[config.mk]
export PLATFORM = sky130hd
export DESIGN_NAME = hcb_ctrl
export DESIGN_NICKNAME = d
export VERILOG_FILES = /design/src/sv/huffman_code_builder_macros.svh /design/src/sv/hcb_pkg.sv /design/src/sv/hcb_ctrl.sv
export SDC_FILE = /design/constraint.sdc
export NUM_CORES = 1
export LEC_CHECK = 0
export ABC_CLOCK_PERIOD_IN_PS = 1600
export BUFFER_PORTS_ARGS = -buffer_cell sky130_fd_sc_hd__clkbuf_2
export CAP_MARGIN = 40
export CORE_UTILIZATION = 44
export CTS_CLUSTER_DIAMETER = 50
export DETAILED_ROUTE_END_ITERATION = 8
export PLACE_DENSITY = 0.82
export SLEW_MARGIN = 30
export SYNTH_ARGS = -nofsm -noshare
export SYNTH_HDL_FRONTEND = slang
export SYNTH_SLANG_ARGS = --single-unit
[constraint.sdc]
create_clock -name clk -period 1.6 [get_ports clk]
set_input_delay 0 -clock clk [delete_from_list [all_inputs] [get_ports clk]]
set_output_delay 0 -clock clk [all_outputs]
set_load 0.005 [all_outputs]
[src/sv/huffman_code_builder_macros.svh]
// assertion macros for the huffman code builder
`ifndef HUFFMAN_CODE_BUILDER_MACROS_SVH
`define HUFFMAN_CODE_BUILDER_MACROS_SVH

// condition holds in the same cycle
`define HCB_ASSERT_IMP(lbl, ante, cons) \
  lbl: assert property (@(posedge clk) disable iff (!rst_n) (ante) |-> (cons)) \
    else $error("hcb check failed");

// condition holds in the next cycle
`define HCB_ASSERT_NXT(lbl, ante, cons) \
  lbl: assert property (@(posedge clk) disable iff (!rst_n) (ante) |=> (cons)) \
    else $error("hcb check failed");

`endif

[src/sv/hcb_pkg.sv]
`default_nettype none
package hcb_pkg;

  localparam int Alpha      = 26;
  localparam int CountW     = 16;
  localparam int Nodes      = 2 * Alpha - 1;
  localparam int StackDepth = Alpha + 1;
  localparam int HeapAw     = $clog2(Alpha);
  localparam int NodeW      = $clog2(Nodes);
  localparam int StackAw    = $clog2(StackDepth);
  localparam int SymW       = 5;
  localparam int LenW       = 5;
  localparam int CodeW      = 25;
  localparam logic [7:0] FirstLetter = 8'd97;

  typedef struct packed {
    logic [7:0] char_code;
    logic       last_char;
  } in_req_t;

  typedef struct packed {
    logic [SymW-1:0]   symbol;
    logic [LenW-1:0]   code_length;
    logic [CodeW-1:0]  code_bits;
    logic [CountW-1:0] weight;
    logic              empty_message;
    logic              last_code;
  } out_req_t;

  typedef struct packed {
    logic [CountW-1:0] w;
    logic [NodeW-1:0]  n;
  } heap_ent_t;

  typedef struct packed {
    logic [CountW-1:0] w;
    logic [NodeW-1:0]  l;
    logic [NodeW-1:0]  r;
    logic [SymW-1:0]   sym;
  } node_ent_t;

  typedef struct packed {
    logic [NodeW-1:0] n;
    logic [CodeW-1:0] code;
    logic [LenW-1:0]  len;
  } stack_ent_t;

  typedef logic [4:0] op_t;

  localparam op_t OpIdle   = 5'd0;
  localparam op_t OpCount  = 5'd1;
  localparam op_t OpScan   = 5'd2;
  localparam op_t OpEmpty  = 5'd3;
  localparam op_t OpRbInit = 5'd4;
  localparam op_t OpRbNext = 5'd5;
  localparam op_t OpSr0    = 5'd6;
  localparam op_t OpSr1    = 5'd7;
  localparam op_t OpScmp   = 5'd8;
  localparam op_t OpSwr    = 5'd9;
  localparam op_t OpP0     = 5'd10;
  localparam op_t OpP1     = 5'd11;
  localparam op_t OpP2     = 5'd12;
  localparam op_t OpPush   = 5'd13;
  localparam op_t OpWr0    = 5'd14;
  localparam op_t OpWr1    = 5'd15;
  localparam op_t OpW0     = 5'd16;
  localparam op_t OpW1     = 5'd17;
  localparam op_t OpEmit   = 5'd18;
  localparam op_t OpW2     = 5'd19;
  localparam op_t OpW3     = 5'd20;

  typedef struct packed {
    op_t  op;
    logic acc;
  } cmd_t;

  typedef struct packed {
    logic scan_last;
    logic leaves_zero;
    logic ri_zero;
    logic sift_stop;
    logic size_one;
    logic sp_zero;
    logic is_leaf;
    logic out_free;
  } stat_t;

endpackage
`default_nettype wire

[src/sv/hcb_ctrl.sv]
`default_nettype none
module hcb_ctrl (
  input  wire logic          clk,
  input  wire logic          rst_n,
  input  wire logic          in_valid,
  input  wire hcb_pkg::in_req_t in_data,
  output logic               in_stall,
  input  wire hcb_pkg::stat_t st,
  output hcb_pkg::cmd_t      cmd
);

  localparam logic [4:0] S_COUNT = 5'd0;
  localparam logic [4:0] S_SCAN  = 5'd1;
  localparam logic [4:0] S_CHK   = 5'd2;
  localparam logic [4:0] S_EMPTY = 5'd3;
  localparam logic [4:0] S_RBI   = 5'd4;
  localparam logic [4:0] S_RBN   = 5'd5;
  localparam logic [4:0] S_SR0   = 5'd6;
  localparam logic [4:0] S_SR1   = 5'd7;
  localparam logic [4:0] S_SCMP  = 5'd8;
  localparam logic [4:0] S_SWR   = 5'd9;
  localparam logic [4:0] S_P0    = 5'd10;
  localparam logic [4:0] S_P1    = 5'd11;
  localparam logic [4:0] S_P2    = 5'd12;
  localparam logic [4:0] S_PUSH  = 5'd13;
  localparam logic [4:0] S_WR0   = 5'd14;
  localparam logic [4:0] S_WR1   = 5'd15;
  localparam logic [4:0] S_W0    = 5'd16;
  localparam logic [4:0] S_W1    = 5'd17;
  localparam logic [4:0] S_W2    = 5'd18;
  localparam logic [4:0] S_W3    = 5'd19;

  localparam logic [1:0] R_INIT = 2'd0;
  localparam logic [1:0] R_POP1 = 2'd1;
  localparam logic [1:0] R_POP2 = 2'd2;
  localparam logic [1:0] R_PUSH = 2'd3;

  logic [4:0] state_r, state_nxt;
  logic [1:0] ret_r, ret_nxt;

  assign in_stall = (state_r != S_COUNT);

  always_comb begin
    state_nxt = state_r;
    ret_nxt   = ret_r;
    cmd.op    = hcb_pkg::OpIdle;
    cmd.acc   = 1'b0;
    case (state_r)
      S_COUNT: begin
        cmd.op  = hcb_pkg::OpCount;
        cmd.acc = in_valid;
        if (in_valid && in_data.last_char) state_nxt = S_SCAN;
      end
      S_SCAN: begin
        cmd.op = hcb_pkg::OpScan;
        if (st.scan_last) state_nxt = S_CHK;
      end
      S_CHK: begin
        ret_nxt   = R_INIT;
        state_nxt = st.leaves_zero ? S_EMPTY : S_RBI;
      end
      S_EMPTY: begin
        if (st.out_free) begin
          cmd.op    = hcb_pkg::OpEmpty;
          state_nxt = S_COUNT;
        end
      end
      S_RBI: begin
        cmd.op    = hcb_pkg::OpRbInit;
        state_nxt = S_RBN;
      end
      S_RBN: begin
        if (!st.ri_zero) begin
          cmd.op    = hcb_pkg::OpRbNext;
          state_nxt = S_SR0;
        end else begin
          case (ret_r)
            R_POP1: begin
              ret_nxt   = R_POP2;
              state_nxt = S_P0;
            end
            R_POP2: state_nxt = S_PUSH;
            default: begin
              if (st.size_one) begin
                state_nxt = S_WR0;
              end else begin
                ret_nxt   = R_POP1;
                state_nxt = S_P0;
              end
            end
          endcase
        end
      end
      S_SR0: begin
        cmd.op    = hcb_pkg::OpSr0;
        state_nxt = S_SR1;
      end
      S_SR1: begin
        cmd.op    = hcb_pkg::OpSr1;
        state_nxt = S_SCMP;
      end
      S_SCMP: begin
        cmd.op    = hcb_pkg::OpScmp;
        state_nxt = st.sift_stop ? S_RBN : S_SWR;
      end
      S_SWR: begin
        cmd.op    = hcb_pkg::OpSwr;
        state_nxt = S_SR0;
      end
      S_P0: begin
        cmd.op    = hcb_pkg::OpP0;
        state_nxt = S_P1;
      end
      S_P1: begin
        cmd.op    = hcb_pkg::OpP1;
        state_nxt = S_P2;
      end
      S_P2: begin
        cmd.op    = hcb_pkg::OpP2;
        state_nxt = S_RBI;
      end
      S_PUSH: begin
        cmd.op    = hcb_pkg::OpPush;
        ret_nxt   = R_PUSH;
        state_nxt = S_RBI;
      end
      S_WR0: begin
        cmd.op    = hcb_pkg::OpWr0;
        state_nxt = S_WR1;
      end
      S_WR1: begin
        cmd.op    = hcb_pkg::OpWr1;
        state_nxt = S_W0;
      end
      S_W0: begin
        if (st.sp_zero) begin
          state_nxt = S_COUNT;
        end else begin
          cmd.op    = hcb_pkg::OpW0;
          state_nxt = S_W1;
        end
      end
      S_W1: begin
        cmd.op    = hcb_pkg::OpW1;
        state_nxt = S_W2;
      end
      S_W2: begin
        if (st.is_leaf) begin
          if (st.out_free) begin
            cmd.op    = hcb_pkg::OpEmit;
            state_nxt = S_W0;
          end
        end else begin
          cmd.op    = hcb_pkg::OpW2;
          state_nxt = S_W3;
        end
      end
      S_W3: begin
        cmd.op    = hcb_pkg::OpW3;
        state_nxt = S_W0;
      end
      default: state_nxt = S_COUNT;
    endcase
  end

  always_ff @(posedge clk) begin
    if (!rst_n) begin
      state_r <= S_COUNT;
      ret_r   <= R_INIT;
    end else begin
      state_r <= state_nxt;
      ret_r   <= ret_nxt;
    end
  end

endmodule
`default_nettype wire

==> impl_metrics.py, run 1 <==
metrics = {
    "synth": {
        "synth_cell_types": 40,
        "syn_avg_cell_area_um2": 6.62,
        "synth_fp_nets": 146,
        "yosys_register_bits": 7,
        "netlist_area_um2": 815,
        "seq_area_frac_synth_pct": 17.2,
        "synth_cells": 123,
        "yosys_warnings": 0,
    },
    "worst_setup_path": {
        "reg2reg_slack_ps": 10,
        "worstPathArrival_ps": 1740,
        "crit_type": "reg -> reg",
        "ff2ff_path_depth": 6,
        "critPathLaunch": "ret_r[0]$_SDFFE_PN0P_",
        "worstSetupEndpointType": "register",
        "startpoint_type": "register",
        "critPathMaxFanout": 3,
        "cp.required_ps": 1750,
        "r2r_start": "ret_r[0]$_SDFFE_PN0P_",
    },
    "grt": {
        "grt_max_degree": 13,
        "antenna_found_initial": 0,
        "overflow": 0,
        "grt_first_pass_wirelength_um": 3710,
        "grt_pass1_vias": 922,
        "grt_use_total_pct": 24.6,
    },
    "detailed_routing": {
        "first_pass_iters": 4,
        "wirelength_um": 2300,
        "viasPerCell": 5.72,
        "antenna_left": 0,
        "post_drt_wl_per_cell_um": 12.7,
        "vias": 1036,
        "drt_iter0_drc": 21,
        "post-route-drc-count": 0,
    },
    "outcome": {
        "status": "finished, final reports clean",
    },
    "sta": {
        "fmax_ghz": 0.630,
        "period_minus_slack_ps": 1590,
        "drv_slew": 0,
        "slew_headroom_pct": 78.7,
        "finalCritPeriodShare_pct": 99.2,
        "timing.hold.ws_ps": 53.2,
        "rsz0062_at_grt": "yes",
        "worst_slew_pin_slew_ps": 320,
        "fin_skew_ps": 11.5,
        "setup_viol": 0,
        "hold_viol": 0,
        "fin_ws_ps": 13.0,
    },
    "floorplanning": {
        "io_pins": 27,
        "initial_core_util_pct": 47.2,
        "rows": 15,
        "core_area_mm2": 0.00173,
        "die_h_um": 45.0,
        "die_w_um": 45.0,
        "dieArea_mm2": 0.00203,
    },
    "clocking": {
        "numClockSinks": 7,
        "cts_buffers": 3,
        "clk_path_buf_depth": 2,
        "ctsHtreeMaxLevel": 1,
        "insertion_delay_ps": 260,
        "cts_hold_buf": 0,
        "clockRootBuffer": "clkbuf_4",
        "cts.clk_slew.worst_paths_ps": 60,
        "cts_tree": "yes",
    },
    "finish": {
        "syn2layout_area_growth_pct": 40.1,
        "fin_util_pct": 66.1,
        "nets": 180,
        "finalNonFillerCells": 181,
        "antenna_cells": 0,
        "fill_cells": 161,
        "layout-drive-gt1-share_pct": 37.8,
    },
    "placed_design": {
        "placedCellCount": 175,
        "gp_congestion": 0.875,
        "dp_hpwl_um": 1770,
        "port_buffers": 18,
        "pre_cts_ws_ps": -106,
    },
    "pwr": {
        "leakagePower_nw": 0.490,
        "p_total_mw": 1.05,
        "p_per_area_mw_per_mm2": 922,
        "ir_worst_vdd_uv": 481,
    },
    "min_path": {
        "holdCritPathClass": "in -> reg",
        "min_from": "rst_n",
        "whs_path_depth": 2,
    },
    "flow_run": {
        "drv_cap": 0,
    },
}
==> power breakdown <==
group / internal [mW] / switching, mW
logic: 0.327 / 0.307
registers: 0.206 / 0.0458
clock network: 0.0955 / 0.0702
total: 0.628 / 0.423
==> final timing paths <==
path                                 to
setup / recovery  ret_r[0]$_SDFFE_PN0P_
hold / removal    ret_r[1]$_SDFFE_PN0P_
setup reg to reg  ret_r[0]$_SDFFE_PN0P_
hold reg to reg   ret_r[1]$_SDFFE_PN0P_
==> area by class of cell <==
class,count,area (um2),share of cell area (%)
Timing Repair Buffer,39,251,22.0
Clock buffer,4,26.3,2.30
Sequential cell,7,148,12.9
Tap cell,25,31.3,2.74
Multi-Input combinational cell,100,662,58.0
Inverter,6,22.5,1.97
==> synth_stat cells (all sizes together) <==
library cell	number	share of area, %
a21boi	1	0.92
a21oi	8	4.9
a22oi	1	0.92
a2bb2oi	1	1.1
a31oi	3	2.3
a32o	3	3.7
a32oi	1	1.1
and2	1	0.77
and3	1	0.77
buf	3	2.5
clkbuf	7	3.4
dfxtp	7	17
ha	3	4.6
inv	6	2.8
mux2i	1	1.2
nand2	15	6.9
nand2b	4	3.1
nand3	1	0.61
nand3b	2	1.8
nand4	1	0.77
nor2	16	7.4
nor2b	8	6.1
nor3b	3	2.8
nor4	1	0.77
nor4b	1	1.1
o211ai	4	3.7
o21a	1	0.92
o21ai	6	3.7
o221a	2	2.8
o221ai	1	1.1
o22ai	1	0.77
o2bb2ai	1	1.1
o32ai	1	1.1
or2	2	1.5
or3	4	3.1
or4	1	0.92
==> per-stage QoR <==
stage               TNS, ps  cell area, um2
finish                    0            1140
global route           -146            1140
CTS                       0            1100
detailed placement     -210            1030
global placement      -79.5            1030
floorplan             -85.2             815
==> layout by cell type (no fill, tap or decap), types with 2 or more instances in the layout <==
cell / count
or3_1: 4
nand2_1: 15
clkbuf_4: 3
a32o_1: 3
a21oi_1: 8
a31oi_1: 3
nand3b_1: 2
nor2_1: 15
nand2b_1: 4
o221a_2: 2
inv_1: 4
buf_4: 20
dfxtp_1: 3
inv_2: 2
o21ai_0: 6
o211ai_1: 4
nor2b_1: 8
dfxtp_2: 3
clkbuf_2: 18
nor3b_1: 2
==> layer usage <==
layer | vias to the layer above | global-route usage [%] | share of wire, %
met5 | - | 0 | 0
met4 | 0 | 6.67 | 1.5
met3 | 4 | 7.60 | 6.8
met2 | 41 | 40.6 | 48
met1 | 481 | 30.8 | 44
li1 | 510 | - | -
==> worst max-delay path: stages (launching register included) <==
cell	delay (ps)
dfxtp_4	370
inv_2	40
ha_2	180
nor3b_2	220
a31oi_1	90
or3_1	340
o221a_2	230
==> what timing repair did <==
| action | 4_1_cts | 5_1_grt |
|---|---|---|
| endpoints found under the setup margin | 4 | 9 |
| setup buffers | 1 | 1 |
| pin swaps | 5 | 2 |
| endpoints found under the hold margin | 0 | 0 |
| gates resized for setup | 10 | 9 |
==> cells by family after synthesis <==
logic type / share of synthesized area [%]
simple gates: 38.4
compound gates: 30.0
buf+inv: 8.60
flops: 17.2
fa+ha+maj: 4.61
mux: 1.23
==> registers in the layout, summed over array words and instances (netlist names) <==
signal,cells
state_r,5
ret_r,2
(Power assumes the default switching activity.)
==> run 2: changes to the inputs <==
- RECOVER_POWER: unset -> 100
==> run 2 against run 1 <==
Effect of this change:
- total power shrank 0.34%
- non-clock buffer count is the same
- clock-buffer cell count is the same
- first-iteration DRC count is the same
- worst setup slack is essentially flat
- register-to-register slack is essentially flat
- clock power is essentially flat
- global-route usage is the same
- clock skew is essentially flat
- sequential share of layout area is essentially flat
==> impl_metrics.py, run 2 (synthesized netlist as in run 1, its figures left out) <==
metrics = {
    "outcome": {
        "status": "finished, final reports clean",
    },
    "detailed_routing": {
        "antenna_left": 0,
        "viasPerCell": 5.72,
        "post-route-drc-count": 0,
        "vias": 1035,
        "post_drt_wl_per_cell_um": 12.7,
        "drt_iter0_drc": 21,
        "wirelength_um": 2290,
        "first_pass_iters": 4,
    },
    "grt": {
        "grt_pass1_vias": 922,
        "grt_use_total_pct": 24.6,
        "antenna_found_initial": 0,
        "grt_max_degree": 13,
        "grt_first_pass_wirelength_um": 3710,
        "overflow": 0,
    },
    "finish": {
        "top_register": "state_r",
        "nets": 180,
        "antenna_cells": 0,
        "largest_reg_flops": 5,
        "syn2layout_area_growth_pct": 39.8,
        "fin_area_mm2": 0.00114,
        "finalNonFillerCells": 181,
        "layout-drive-gt1-share_pct": 37.8,
        "reg.largest.list": "state_r (5), ret_r (2)",
        "fin_util_pct": 65.9,
        "final_cell_mix": "clkbuf_2, buf_4, nand2_1, nor2_1",
    },
    "sta": {
        "hold_viol": 0,
        "finalCritPeriodShare_pct": 99.2,
        "period_minus_slack_ps": 1590,
        "worst_slew_pin_slew_ps": 326,
        "fmax_ghz": 0.630,
        "setup_viol": 0,
        "slew_headroom_pct": 78.2,
        "drv_slew": 0,
        "setup_tns_ps": 0,
        "fin_skew_ps": 11.5,
        "rsz0062_at_grt": "yes",
    },
    "worst_setup_path": {
        "cp_top_family": "simple AND/OR/NAND/NOR gates",
        "cpPeakStageDelay_ps": 370,
        "critPathMaxFanout": 3,
        "startpoint_type": "register",
        "path_buf_inv": 1,
        "crit_type": "reg -> reg",
        "worstSetupEndpointType": "register",
        "worstPathArrival_ps": 1740,
        "path_cells": "inv_2, ha_2, nor3b_2, a31oi_1, or3_1, o221a_2",
        "cpMaxStageDelayCell": "dfxtp_4",
        "cp.required_ps": 1750,
    },
    "pwr": {
        "leakagePower_nw": 0.489,
        "p_sw_share_pct": 40.5,
        "pwr-share-clk_pct": 15.8,
        "p_per_area_mw_per_mm2": 920,
        "pwr-share-comb_pct": 60.2,
        "power_frac_seq_pct": 24.0,
        "ir_worst_vdd_uv": 483,
        "power_switching_uw": 424,
        "p_total_mw": 1.05,
        "intPower_uw": 624,
    },
    "clocking": {
        "cts_tree": "yes",
        "insertion_delay_ps": 260,
        "ctsHtreeMaxLevel": 1,
        "cts.clk_slew.worst_paths_ps": 60,
        "clk_path_buf_depth": 2,
        "numClockSinks": 7,
        "cts_hold_buf": 0,
        "cts_buffers": 3,
        "clockRootBuffer": "clkbuf_4",
    },
    "floorplanning": {
        "die_w_um": 45.0,
        "initial_core_util_pct": 47.2,
        "dieArea_mm2": 0.00203,
        "io_pins": 27,
        "core_area_mm2": 0.00173,
        "rows": 15,
        "die_h_um": 45.0,
    },
    "placed_design": {
        "gp_congestion": 0.875,
        "port_buffers": 18,
        "placed_area_mm2": 0.00103,
        "dp_hpwl_um": 1770,
        "placedCellCount": 175,
    },
    "flow_run": {
        "drv_cap": 0,
    },
    "min_path": {
        "holdCritPathClass": "in -> reg",
    },
}
run 2: cell count changes in the layout (fill, tap and decap cells not counted):
| cell | change |
|---|---|
| buf_4 | -1 |
| clkbuf_2 | +1 |
run 2: worst paths after layout:
path | endpoint | start | cells after the start | slack [ps]
setup / recovery | ret_r[0]$_SDFFE_PN0P_ | ret_r[0]$_SDFFE_PN0P_ | 6 | 10
hold / removal | ret_r[1]$_SDFFE_PN0P_ | rst_n | 2 | 50
setup reg to reg | ret_r[0]$_SDFFE_PN0P_ | ret_r[0]$_SDFFE_PN0P_ | 6 | 10
hold reg to reg | ret_r[1]$_SDFFE_PN0P_ | ret_r[1]$_SDFFE_PN0P_ | 1 | 570
run 2: final cells by class:
class | instances | area [um2]
multi-input cells | 100 | 662
flip-flops and latches | 7 | 148
well taps | 25 | 31.3
repair buffers | 39 | 249
fillers | 162 | 588
inverters | 6 | 22.5
clock buffers | 4 | 26.3
run 2: metrics by stage:
step / hold slack (ps) / worst slack (ps)
floorplan: 110 / -42.6
global placement: 291 / -40.2
detailed placement: 312 / -106
CTS: 52.1 / 2.18
global route: 54.3 / -43.3
finish: 52.9 / 13.1
run 2: power by group through the flow:
stage | Combinational (mW) | Sequential (mW) | Clock [mW]
6_report | 0.631 | 0.251 | 0.166
3_5_place_dp | 0.577 | 0.243 | 0
3_3_place_gp | 0.556 | 0.241 | 0
5_1_grt | 0.697 | 0.256 | 0.189
4_1_cts | 0.595 | 0.245 | 0.170
2_1_floorplan | 0.379 | 0.213 | 0
run 2: timing repair:
action                                  4_1_cts  5_1_grt
buffers inserted                              1        1
endpoints found under the setup margin        4        9
endpoints found under the hold margin         0        0
gates resized for setup                      10        9
pin swaps                                     5        2
run 2: layer usage:
layer	GRT usage, %	part of all wire, %	vias to the layer above
met5	0	0	-
met4	6.67	1.5	0
met3	7.60	7.7	4
met2	40.6	49	47
met1	30.8	42	476
li1	-	-	508
